$ cat src/hw/rtl/vro_pkg.sv
package vro_pkg;

    localparam int TrigIterationsDefault = 16;
    localparam int TrigIterationsMax = 24;

    // Opcodes of an input word.
    localparam logic [1:0] OP_COMMAND = 2'd0;
    localparam logic [1:0] OP_TICK    = 2'd1;
    localparam logic [1:0] OP_SET     = 2'd2;

    // Register indexes.
    localparam logic [2:0] REG_TICK_PERIOD   = 3'd0;
    localparam logic [2:0] REG_TIMEOUT_TICKS = 3'd1;
    localparam logic [2:0] REG_LINEAR_ACCEL  = 3'd2;
    localparam logic [2:0] REG_ANGULAR_ACCEL = 3'd3;
    localparam logic [2:0] REG_LINEAR_BRAKE  = 3'd4;
    localparam logic [2:0] REG_ANGULAR_BRAKE = 3'd5;

    // CORDIC start vector, 0.60725293 in Q2.30, and 2^32/(2pi).
    localparam logic [31:0] CORDIC_START = 32'd652032874;
    localparam logic [30:0] RAD_TO_TURN  = 31'd683565276;

    typedef struct packed {
        logic [15:0] tick_period;
        logic [15:0] timeout_ticks;
        logic [15:0] linear_accel;
        logic [15:0] angular_accel;
        logic [15:0] linear_brake;
        logic [15:0] angular_brake;
    } cfg_t;

    typedef struct packed {
        logic accept;
        logic mul_d;
        logic ramp;
        logic mul_p;
        logic mul_h;
        logic add_h;
        logic cinit;
        logic citer;
        logic pmul_x;
        logic pmul_y;
        logic padd_y;
        logic out_load;
    } cmd_t;

    typedef struct packed {
        logic cordic_last;
        logic out_busy;
    } sts_t;

    // Arctangent of 2^-i as a binary angle in Q2.30 (a quarter turn is 2^30).
    function automatic logic [31:0] atan_lookup(input logic [4:0] idx);
        logic [31:0] v;
        case (idx)
            5'd0:  v = 32'd536870912;
            5'd1:  v = 32'd316933406;
            5'd2:  v = 32'd167458907;
            5'd3:  v = 32'd85004756;
            5'd4:  v = 32'd42667331;
            5'd5:  v = 32'd21354465;
            5'd6:  v = 32'd10679838;
            5'd7:  v = 32'd5340245;
            5'd8:  v = 32'd2670163;
            5'd9:  v = 32'd1335087;
            5'd10: v = 32'd667544;
            5'd11: v = 32'd333772;
            5'd12: v = 32'd166886;
            5'd13: v = 32'd83443;
            5'd14: v = 32'd41722;
            5'd15: v = 32'd20861;
            5'd16: v = 32'd10430;
            5'd17: v = 32'd5215;
            5'd18: v = 32'd2608;
            5'd19: v = 32'd1304;
            5'd20: v = 32'd652;
            5'd21: v = 32'd326;
            5'd22: v = 32'd163;
            5'd23: v = 32'd81;
            default: v = 32'd0;
        endcase
        return v;
    endfunction

endpackage

$ cat src/hw/rtl/vro_ctrl.sv
module vro_ctrl (
    input  logic          clk,
    input  logic          rst_n,
    input  logic          in_valid,
    input  logic [1:0]    in_opcode,
    output logic          in_ready,
    input  vro_pkg::sts_t sts,
    output vro_pkg::cmd_t cmd
);
    import vro_pkg::*;

    localparam logic [3:0] S_IDLE  = 4'd0;
    localparam logic [3:0] S_MULD  = 4'd1;
    localparam logic [3:0] S_RAMP  = 4'd2;
    localparam logic [3:0] S_MULP  = 4'd3;
    localparam logic [3:0] S_MULH  = 4'd4;
    localparam logic [3:0] S_ADDH  = 4'd5;
    localparam logic [3:0] S_CINIT = 4'd6;
    localparam logic [3:0] S_CITER = 4'd7;
    localparam logic [3:0] S_PMX   = 4'd8;
    localparam logic [3:0] S_PMY   = 4'd9;
    localparam logic [3:0] S_PADY  = 4'd10;
    localparam logic [3:0] S_DONE  = 4'd11;

    logic [3:0] state_reg, state_next;

    assign in_ready = (state_reg == S_IDLE);

    // Next state and command decode.
    always_comb
    begin
        state_next = state_reg;
        cmd = '0;
        unique case (state_reg)
            S_IDLE:
            begin
                if (in_valid)
                begin
                    cmd.accept = 1'b1;
                    state_next = (in_opcode == OP_TICK) ? S_MULD : S_DONE;
                end
            end
            S_MULD:
            begin
                cmd.mul_d = 1'b1;
                state_next = S_RAMP;
            end
            S_RAMP:
            begin
                cmd.ramp = 1'b1;
                state_next = S_MULP;
            end
            S_MULP:
            begin
                cmd.mul_p = 1'b1;
                state_next = S_MULH;
            end
            S_MULH:
            begin
                cmd.mul_h = 1'b1;
                state_next = S_ADDH;
            end
            S_ADDH:
            begin
                cmd.add_h = 1'b1;
                state_next = S_CINIT;
            end
            S_CINIT:
            begin
                cmd.cinit = 1'b1;
                state_next = S_CITER;
            end
            S_CITER:
            begin
                cmd.citer = 1'b1;
                if (sts.cordic_last)
                begin
                    state_next = S_PMX;
                end
            end
            S_PMX:
            begin
                cmd.pmul_x = 1'b1;
                state_next = S_PMY;
            end
            S_PMY:
            begin
                cmd.pmul_y = 1'b1;
                state_next = S_PADY;
            end
            S_PADY:
            begin
                cmd.padd_y = 1'b1;
                state_next = S_DONE;
            end
            S_DONE:
            begin
                if (!sts.out_busy)
                begin
                    cmd.out_load = 1'b1;
                    state_next = S_IDLE;
                end
            end
            default:
            begin
                state_next = S_IDLE;
            end
        endcase
    end

    always_ff @(posedge clk or negedge rst_n)
    begin
        if (!rst_n)
        begin
            state_reg <= S_IDLE;
        end
        else
        begin
            state_reg <= state_next;
        end
    end

endmodule

$ cat config.mk
export PLATFORM = sky130hd
export DESIGN_NAME = vro_ctrl
export DESIGN_NICKNAME = d
export VERILOG_FILES = /design/src/hw/rtl/vro_pkg.sv /design/src/hw/rtl/vro_ctrl.sv
export SDC_FILE = /design/constraint.sdc
export NUM_CORES = 1
export LEC_CHECK = 0
export ABC_AREA = 1
export BUFFER_PORTS_ARGS = -buffer_cell sky130_fd_sc_hd__buf_4
export CAP_MARGIN = 10
export CORE_AREA = 2 2 39 41
export CTS_BUF_LIST = sky130_fd_sc_hd__clkbuf_8
export DETAILED_ROUTE_END_ITERATION = 16
export DIE_AREA = 0 0 41 43
export PLACE_DENSITY_LB_ADDON = 0.1
export SETUP_SLACK_MARGIN = 0.3
export SYNTH_ARGS = -nofsm -noshare
export SYNTH_HDL_FRONTEND = slang
export SYNTH_SLANG_ARGS = --single-unit
$ cat constraint.sdc
create_clock -name clk -period 1.85 [get_ports clk]
set_input_delay 0.555 -clock clk [delete_from_list [all_inputs] [get_ports clk]]
set_output_delay 0.555 -clock clk [all_outputs]
set_load 0.01 [all_outputs]
Word level (Yosys, flattened, before mapping) --
Cells that the tools add are included.
Cells by class: muxes and demuxes 19, reductions and logical operators 2, equality and inequality tests 15
Operators with widths (count):
- one-hot mux 4 bit (12 select lines) | 1
- == test 4 x 3 -> 1 bit, second input constant | 4
- == test 4 bit, second input constant | 4
- two-way mux 4 bit | 4
- two-way mux 1 bit | 14
- == test 4 x 2 -> 1 bit, second input constant | 2
- != test 2 bit, second input constant | 3
- == test 4 x 1 -> 1 bit, second input constant | 1
- logical NOT 4 bit | 1
- AND reduction 3 bit | 1
- == test 2 x 1 -> 1 bit, second input constant | 1
Storage, ports and cells: register bits after elaboration 4, word-level logic and storage cells 37, output and inout port bits 13, input bits 7

Depth between registers and ports, before layout --
Gate-level depths: netlist of the first run.
depth in word-level cells 4, gate-level depth with buffers 8, gate-level depth less buffers 8

Worst setup path before layout of the first run --
No wires, ideal clock.
kind input port to output port, start point in sts[0] in the netlist's numbering, end point out cmd[0] in the netlist's numbering, required time 1.295 ns, arrival time 0.856 ns, stages on the path 1, buffers on the path 0, path slack 0.439 ns, path through nor3_1
Between the ends: longest elaborated chain between the ends 2
Ends and longest elaborated chain:
- from (decl) | RTL line vro_ctrl.sv:7 | input vro_pkg::sts_t sts,
- two-way mux 1 bit | RTL line vro_ctrl.sv:98 | if (!sts.out_busy)
- two-way mux 1 bit | RTL line vro_ctrl.sv:34 | unique case (state_reg)
- to (decl) | RTL line vro_ctrl.sv:8 | output vro_pkg::cmd_t cmd
Every way passes these cells.

==> results of run 1 <==
layer usage:
| layer | vias up | GRT usage (%) | part of all wire, % |
|---|---|---|---|
| met1 | 194 | 12.9 | 40 |
| met3 | 0 | 4.71 | 4.3 |
| li1 | 230 | - | - |
| met2 | 11 | 20.6 | 56 |
| met4 | 0 | 4.00 | 0 |
| met5 | - | 0 | 0 |
path summary, 6_finish.rpt:
kind,slack (ns),start,endpoint
setup / recovery,0.21,state_reg[3]$_DFFE_PN0P_,cmd[8]
hold / removal,0.13,rst_n,state_reg[2]$_DFFE_PN0P_
setup reg to reg,0.57,state_reg[0]$_DFFE_PN0P_,state_reg[1]$_DFFE_PN0P_
hold reg to reg,0.70,state_reg[0]$_DFFE_PN0P_,state_reg[0]$_DFFE_PN0P_
max in group asynchronous,1.61,rst_n,state_reg[0]$_DFFE_PN0P_
min in group clk,0.64,in_valid,state_reg[0]$_DFFE_PN0P_
where the power goes:
group / leakage, nW / internal (mW) / switching [mW]
sequential: 0.0481 / 0.135 / 0.0559
clock: 0.0216 / 0.138 / 0.0365
combinational: 0.293 / 0.334 / 0.427
total: 0.362 / 0.607 / 0.519
logic make-up after synthesis:
group                  count (synthesis)  synth area share (%)
and+or+nand+nor                       38                  52.3
DFF                                    4                  27.9
AOI/OAI and AO/OA                      4                  7.32
buffers and inverters                 12                  12.5
layout make-up:
| class | instances | area, um2 | share of cell area (%) |
|---|---|---|---|
| timing repair buffer | 25 | 191 | 29.1 |
| clock buffer | 3 | 41.3 | 6.27 |
| multi-input combinational | 42 | 259 | 39.4 |
| inverter | 12 | 45.0 | 6.84 |
| sequential | 4 | 101 | 15.4 |
| tap | 16 | 20.0 | 3.04 |
worst reg2reg max path: stages (launching register included):
cell and delay [ns]:
dfrtp_2 0.43, inv_2 0.12, nor2_2 0.05, buf_4 0.12, o21ai_0 0.20, nand3_1 0.11, nand2_1 0.08, nand2_1 0.06
cells in the mapped netlist (all sizes together):
master  number  area (um2)
a21oi        1        8.76
dfrtp        4         100
inv         12        45.0
nand2       14        72.6
nand3        5        30.0
nor2        18        80.1
nor3         1        5.00
o211ai       1        7.51
o21ai        2        10.0
metrics by stage:
step	hold slack [ns]	setup slack, ns
5_1_grt	0.131	0.148
3_3_place_gp	0.352	0.311
4_1_cts	0.131	0.188
2_1_floorplan	0.259	0.439
3_5_place_dp	0.353	0.302
6_report	0.133	0.205
timing repair:
action                                  CTS  global route
hold endpoints to repair                  0             0
pin swaps                                 4             2
buffers inserted                          5             1
gates resized for setup                  13             6
endpoints found under the setup margin   13            13
==> impl_metrics.yaml, run 1 <==
run_status:
  outcome: "completed"
timing:
  finClkSkew_ns: 0.00127
  hold_viol_final: 0
  finalCritPeriodShare_pct: 88.9
  relSlewSlack_pct: 84.1
  setup_viol: 0
  setup_tns_ns: 0
  period_minus_slack_ns: 1.64
  rsz0062_at_grt: "yes"
  max_freq_mhz: 608
  tightest_slew_ns: 0.236
  slew_viol_final: 0
cells_and_area:
  fin_util_pct: 47.6
  layout.nets: 95
  final_common_cell: "buf_4"
  final_area_um2: 658
  num_antenna_cells: 0
  largest_reg_flops: 4
  instances_no_fill: 102
  nFillCells: 146
  syn2layout_area_growth_pct: 83.3
  drive_gt1_share_pct: 65.1
  layout.cells.most_common_list: "24 x buf_4, 10 x nor2_1, 8 x inv_2, 7 x nand2_1, 6 x nor2_2"
setup_path:
  critical_path.cell_chain: "nor2_2, buf_4, nand2_4, inv_2, buf_6"
  crit_path_end_kind: "primary output"
  path_buf_inv: 3
  crit_type: "reg -> out"
  cp_slowest_cell: "dfrtp_1"
  start_kind: "flop"
  cp.depth: 5
  path_max_fanout: 3
  cp_slowest_stage_delay_ns: 0.41
  r2r_cells: 7
  cp.required_ns: 1.29
  arrival_ns: 1.09
  cp_top_family: "flip-flops"
cts:
  hold_buffers: 0
  cts_buffers: 3
  path_clk_slew_ns: 0.03
  cts-root-buf: "clkbuf_8"
  clock_latency_ns: 0.21
  clock-sinks: 4
  cts_max_path_buffers: 2
  cts_htree_levels: 1
  cts_tree: "built"
die:
  fp-row-count: 14
  core-area_mm2: 0.00138
  die_x_um: 41
  initial_core_util_pct: 25.9
  die_y_um: 43
  dieArea_mm2: 0.00176
  top_level_ports: 20
grt:
  overflow: 0
  grt_pass1_vias: 394
  track_usage_pct: 12.2
  grt_antenna_before_repair: 0
  grt_pass1_wl_um: 1460
  grt_max_degree: 6
power_and_ir_drop:
  p_per_area_mw_per_mm2: 1710
  power.total_mw: 1.13
  vdd_drop_max_mv: 0.761
  p_leak_nw: 0.362
routing:
  first_iter_violations: 3
  vias: 435
  ant_nets: 0
  avgRoutedWirePerCell_um: 9.39
  routed_wl_um: 958
  firstDrtPassIters: 4
  avgViaCountPerCell: 4.26
  drc_errors: 0
placed_design:
  hpwl_um: 771
  postPlaceCellArea_um2: 522
  dpl.cell_count: 93
  gp_congestion: 0.700
  port_buffers: 19
logic_synthesis:
  synth.avg_cell_area_um2: 6.19
  postSynthCellCount: 58
  yosysUniqueCellTypes: 15
  ys_warn_count: 0
  ys_seq_area_share_pct: 27.9
  synth_seq_cells: 4
  syn_area_um2: 359
  synth_nets: 65
worst_hold_path:
  hold_path_class: "in -> async"
run:
  cap_violations: 0
Note: power is estimated with default switching activity, not from simulation.
==> run 2, diff against run 1 <==
--- a/config.mk
+++ b/config.mk
@@ -14,4 +14,5 @@
 export DIE_AREA = 0 0 41 43
 export PLACE_DENSITY_LB_ADDON = 0.1
+export REMOVE_ABC_BUFFERS = 1
 export SETUP_SLACK_MARGIN = 0.3
 export SYNTH_ARGS = -nofsm -noshare
==> constraint.sdc (replaced) <==
create_clock -name clk -period 1.85 [get_ports clk]
set_input_delay 0.2775 -clock clk [delete_from_list [all_inputs] [get_ports clk]]
set_output_delay 0.2775 -clock clk [all_outputs]
set_load 0.005 [all_outputs]
==> impl_metrics.yaml, run 2 (synthesis results as in run 1) <==
cts:
  cts-root-buf: "clkbuf_8"
  cts_tree: "built"
  cts_max_path_buffers: 2
  cts_buffers: 3
  ctsResizeCount: 0
  cts_htree_levels: 1
  clock_latency_ns: 0.22
  path_clk_slew_ns: 0.03
  clock-sinks: 4
worst_hold_path:
  hold_path_class: "in -> reg"
timing:
  tightest_slew_ns: 0.254
  timing.final.ws_setup_ns: 0.430
  hold_viol_final: 0
  setup_tns_ns: 0
  slew_viol_final: 0
  relSlewSlack_pct: 82.9
  period_minus_slack_ns: 1.42
  finClkSkew_ns: 0.00254
  setup_viol: 0
  max_freq_mhz: 704
  rsz0062_at_grt: "no"
  finalCritPeriodShare_pct: 76.7
  fin_hold_ws_ns: 0.344
die:
  die_x_um: 41
  top_level_ports: 20
  dieArea_mm2: 0.00176
  fp-row-count: 14
  initial_core_util_pct: 25.9
  die_y_um: 43
  core-area_mm2: 0.00138
power_and_ir_drop:
  netSwitchingPower_mw: 0.415
  p_leak_nw: 0.329
  p_per_area_mw_per_mm2: 1590
  seq_power_share_pct: 19.0
  swShare_pct: 45.5
  vdd_drop_max_mv: 0.904
  internal-power_mw: 0.497
  clkPwrFrac_pct: 20.4
  p_comb_share_pct: 60.6
cells_and_area:
  syn2layout_area_growth_pct: 59.6
  final_common_cell: "buf_4"
  layout.cells.most_common_list: "19 x buf_4, 15 x nor2_1, 10 x nand2_1, 8 x inv_1"
  instances_no_fill: 97
  final_area_um2: 573
  num_antenna_cells: 0
  largest_reg_flops: 4
  drive_gt1_share_pct: 43.2
  layout.nets: 90
grt:
  grt_max_degree: 6
  track_usage_pct: 14.3
  overflow: 0
  grt_pass1_vias: 380
  grt_antenna_before_repair: 0
  grt_pass1_wl_um: 1510
run:
  cap_violations: 0
routing:
  ant_nets: 0
  avgRoutedWirePerCell_um: 9.79
  routed_wl_um: 950
  drc_errors: 0
  first_iter_violations: 1
  avgViaCountPerCell: 4.33
  firstDrtPassIters: 2
  vias: 420
setup_path:
  arrival_ns: 1.14
  cp.required_ns: 1.57
  crit_type: "reg -> out"
  crit_path_end_kind: "primary output"
  path_buf_inv: 2
  start_kind: "flop"
  critical_path.cell_chain: "inv_2, nand2_1, nor3_1, buf_4"
  cp_top_family: "flip-flops"
  cp_slowest_stage_delay_ns: 0.41
  path_max_fanout: 4
  cp_slowest_cell: "dfrtp_1"
placed_design:
  hpwl_um: 756
  gp_congestion: 0.754
  port_buffers: 19
  postPlaceCellArea_um2: 522
  dp_slack_ns: 0.660
  dpl.cell_count: 93
run_status:
  outcome: "completed"
==> run 2: changes by cell type in the layout (fill, tap and decap cells not counted), sizes merged <==
cell | before | now
dlygate4sd3 | 0 | 1
buf | 25 | 19
==> run 2: power by group through the flow <==
stage | clock (mW) | combinational (mW) | sequential (mW)
4_1_cts | 0.192 | 0.558 | 0.173
3_3_place_gp | 0 | 0.565 | 0.175
5_1_grt | 0.199 | 0.621 | 0.180
6_report | 0.186 | 0.553 | 0.173
3_5_place_dp | 0 | 0.553 | 0.174
2_1_floorplan | 0 | 0.352 | 0.169
==> run 2: cell type report <==
cell class,count,area [um2]
clock buffer,3,41.3
timing repair buffer,20,153
tap,16,20.0
fill,150,811
multi-input combinational,42,214
inverter,12,45.0
sequential,4,100
==> run 2: timing repair <==
| action | 4_1_cts | 5_1_grt |
|---|---|---|
| hold endpoints to repair | 4 | 0 |
| hold buffers | 1 | 0 |
| buffers inserted | 0 | 0 |
==> run 2: path summary, 6_finish.rpt <==
path	start	endpoint	slack [ns]	cells after the start
worst min register to register	state_reg[0]$_DFFE_PN0P_	state_reg[0]$_DFFE_PN0P_	0.67	3
worst max register to register	state_reg[2]$_DFFE_PN0P_	state_reg[3]$_DFFE_PN0P_	0.69	6
worst max-delay path	state_reg[2]$_DFFE_PN0P_	cmd[0]	0.43	4
max in group asynchronous	rst_n	state_reg[1]$_DFFE_PN0P_	1.36	2
worst min-delay path	in_valid	state_reg[0]$_DFFE_PN0P_	0.34	3
min in group asynchronous	rst_n	state_reg[2]$_DFFE_PN0P_	0.39	2
==> run 2: metrics by stage <==
| step | total power, mW | util (%) |
|---|---|---|
| 2_1_floorplan | 0.521 | - |
| 3_3_place_gp | 0.740 | 37.7 |
| 3_5_place_dp | 0.726 | 37.7 |
| 4_1_cts | 0.923 | 41.4 |
| 5_1_grt | 1.00 | 41.4 |
| 6_report | 0.912 | 41.4 |
==> run 2: per-layer routing <==
| metal | vias to the layer above | wire length, um | GRT usage [%] |
|---|---|---|---|
| li1 | 223 | - | - |
| met1 | 178 | 413 | 15.3 |
| met2 | 14 | 431 | 19.4 |
| met3 | 5 | 52 | 4.71 |
| met4 | 0 | 53 | 16.0 |
| met5 | - | 0 | 0 |
==> run 2: worst register-to-register path: stages (launching register included) <==
cell and delay (ns):
dfrtp_1 0.41, nor2_1 0.14, nand3_1 0.11, nor2_1 0.19, nor2_2 0.07, nand2_1 0.06, nand2_1 0.05
==> run 3, diff against run 2 <==
clock period = 1.26 ns   (was 1.85 ns; I/O delays follow)
==> impl_metrics.yaml, run 3 (synthesis results as in run 1) <==
setup_path:
  r2r-end: "state_reg[1]$_DFFE_PN0P_"
  r2r-start: "state_reg[3]$_DFFE_PN0P_"
  cp_slowest_stage_delay_ns: 0.44
  path_max_fanout: 4
  arrival_ns: 1.13
  start_kind: "flop"
  cp.required_ns: 1.07
  crit_path_end_kind: "primary output"
  cp_slowest_cell: "dfrtp_2"
  crit_type: "reg -> out"
  rrSetupSlack_ns: 0.03
  critical_path.cell_chain: "inv_2, nand2_2, nor2_2, buf_4"
  r2r_cells: 9
placed_design:
  hpwl_um: 799
  gp_congestion: 0.693
  port_buffers: 19
  postPlaceCellArea_um2: 522
  dpl.cell_count: 93
  dp_slack_ns: 0.0248
routing:
  ant_nets: 0
  first_iter_violations: 5
  firstDrtPassIters: 4
  avgRoutedWirePerCell_um: 10.6
  drc_errors: 0
  vias: 443
  avgViaCountPerCell: 4.34
  routed_wl_um: 1080
timing:
  max_freq_mhz: 758
  tightest_slew_ns: 0.291
  period_minus_slack_ns: 1.32
  fin_hold_ws_ns: 0.260
  slew_viol_final: 0
  setup_viol: 8
  rsz0062_at_grt: "yes"
  finClkSkew_ns: 0.00266
  finalCritPeriodShare_pct: 105
  relSlewSlack_pct: 80.4
  timing.final.ws_setup_ns: -0.0595
  hold_viol_final: 0
cells_and_area:
  final_common_cell: "buf_4"
  fin_util_pct: 49.5
  multi_input_area_um2: 272
  num_antenna_cells: 0
  seqCellArea_um2: 105
  largest_reg_flops: 4
  syn2layout_area_growth_pct: 90.9
  nFillCells: 143
  final_area_um2: 686
  layout.cells.most_common_list: "22 x buf_4, 9 x nor2_1, 7 x nand2_1, 6 x nor2_2"
  layout.nets: 95
  drive_gt1_share_pct: 67.4
  instances_no_fill: 102
grt:
  overflow: 0
  grt_antenna_before_repair: 0
  grt_pass1_wl_um: 1610
  grt_max_degree: 6
  grt_pass1_vias: 417
  track_usage_pct: 14.5
die:
  fp-row-count: 14
  die_x_um: 41
  core-area_mm2: 0.00138
  top_level_ports: 20
  dieArea_mm2: 0.00176
  initial_core_util_pct: 25.9
  die_y_um: 43
run_status:
  outcome: "finished with violations"
  failed_checks: "negative setup slack"
cts:
  cts_tree: "built"
  clock_latency_ns: 0.22
  path_clk_slew_ns: 0.03
  cts_max_path_buffers: 2
  cts_buffers: 3
  cts_htree_levels: 1
  cts-root-buf: "clkbuf_8"
  clock-sinks: 4
run:
  cap_violations: 0
power_and_ir_drop:
  vdd_drop_max_mv: 1.17
  p_per_area_mw_per_mm2: 2410
  p_leak_nw: 0.367
worst_hold_path:
  holdPathStages: 3
  min_from: "in_valid"
  hold_path_class: "in -> reg"
  hold_end: "state_reg[0]$_DFFE_PN0P_"
run 3: cell types whose count changed in the layout (fill, tap and decap cells not counted), sizes merged:
cell  change
buf       +5
run 3: where the power goes:
group | switching [mW] | total, mW | leakage (nW) | internal [mW]
clock | 0.0667 | 0.270 | 0.0216 | 0.204
combinational | 0.578 | 1.06 | 0.301 | 0.483
sequential | 0.115 | 0.322 | 0.0444 | 0.206
run 3: stage by stage:
step / setup TNS, ns / total power, mW
after floorplan: 0 / 0.765
after global placement: -0.00426 / 1.09
after detailed placement: 0 / 1.08
after CTS: -0.176 / 1.47
after global routing: -0.807 / 1.80
final: -0.122 / 1.65
run 3: worst max path at each step:
stage	start	to	slack, ns	depth (start not counted)
floorplan	state_reg[3]$_DFFE_PN0P_	state_reg[3]$_DFFE_PN0P_	0.21	8
global placement	state_reg[2]$_DFFE_PN0P_	state_reg[1]$_DFFE_PN0P_	-0.004	6
global route	state_reg[2]$_DFFE_PN0P_	cmd[11]	-0.09	4
detailed placement	state_reg[2]$_DFFE_PN0P_	state_reg[1]$_DFFE_PN0P_	0.02	6
CTS	state_reg[3]$_DFFE_PN0P_	cmd[11]	-0.04	4
finish	state_reg[1]$_DFFE_PN0P_	cmd[3]	-0.06	4
run 3: layout make-up:
class                      count  share of cell area, %
clock buffer                   3                   6.02
inverter                      12                   7.30
timing repair buffer          25                   28.8
sequential                     4                   15.3
tap                           16                   2.92
multi-input combinational     42                   39.6
run 3: per-layer routing:
| layer | global-route usage, % | up-vias | wire length [um] |
|---|---|---|---|
| li1 | - | 234 | - |
| met4 | 12.0 | 0 | 23 |
| met3 | 3.14 | 3 | 45 |
| met1 | 14.4 | 194 | 422 |
| met2 | 23.8 | 12 | 588 |
| met5 | 0 | - | 0 |
run 3: repair_timing:
item,CTS,global route
setup endpoints to repair,17,17
hold buffers,1,0
buffers inserted,3,2
pin swaps,4,4
endpoints found under the hold margin,4,0
resized for setup,10,17
run 3: worst max-delay path, delay by kind of cell, from the launching register on:
family,cells,cell delay (ns)
buf+inv,2,0.23
flops,1,0.44
simple gates,2,0.25
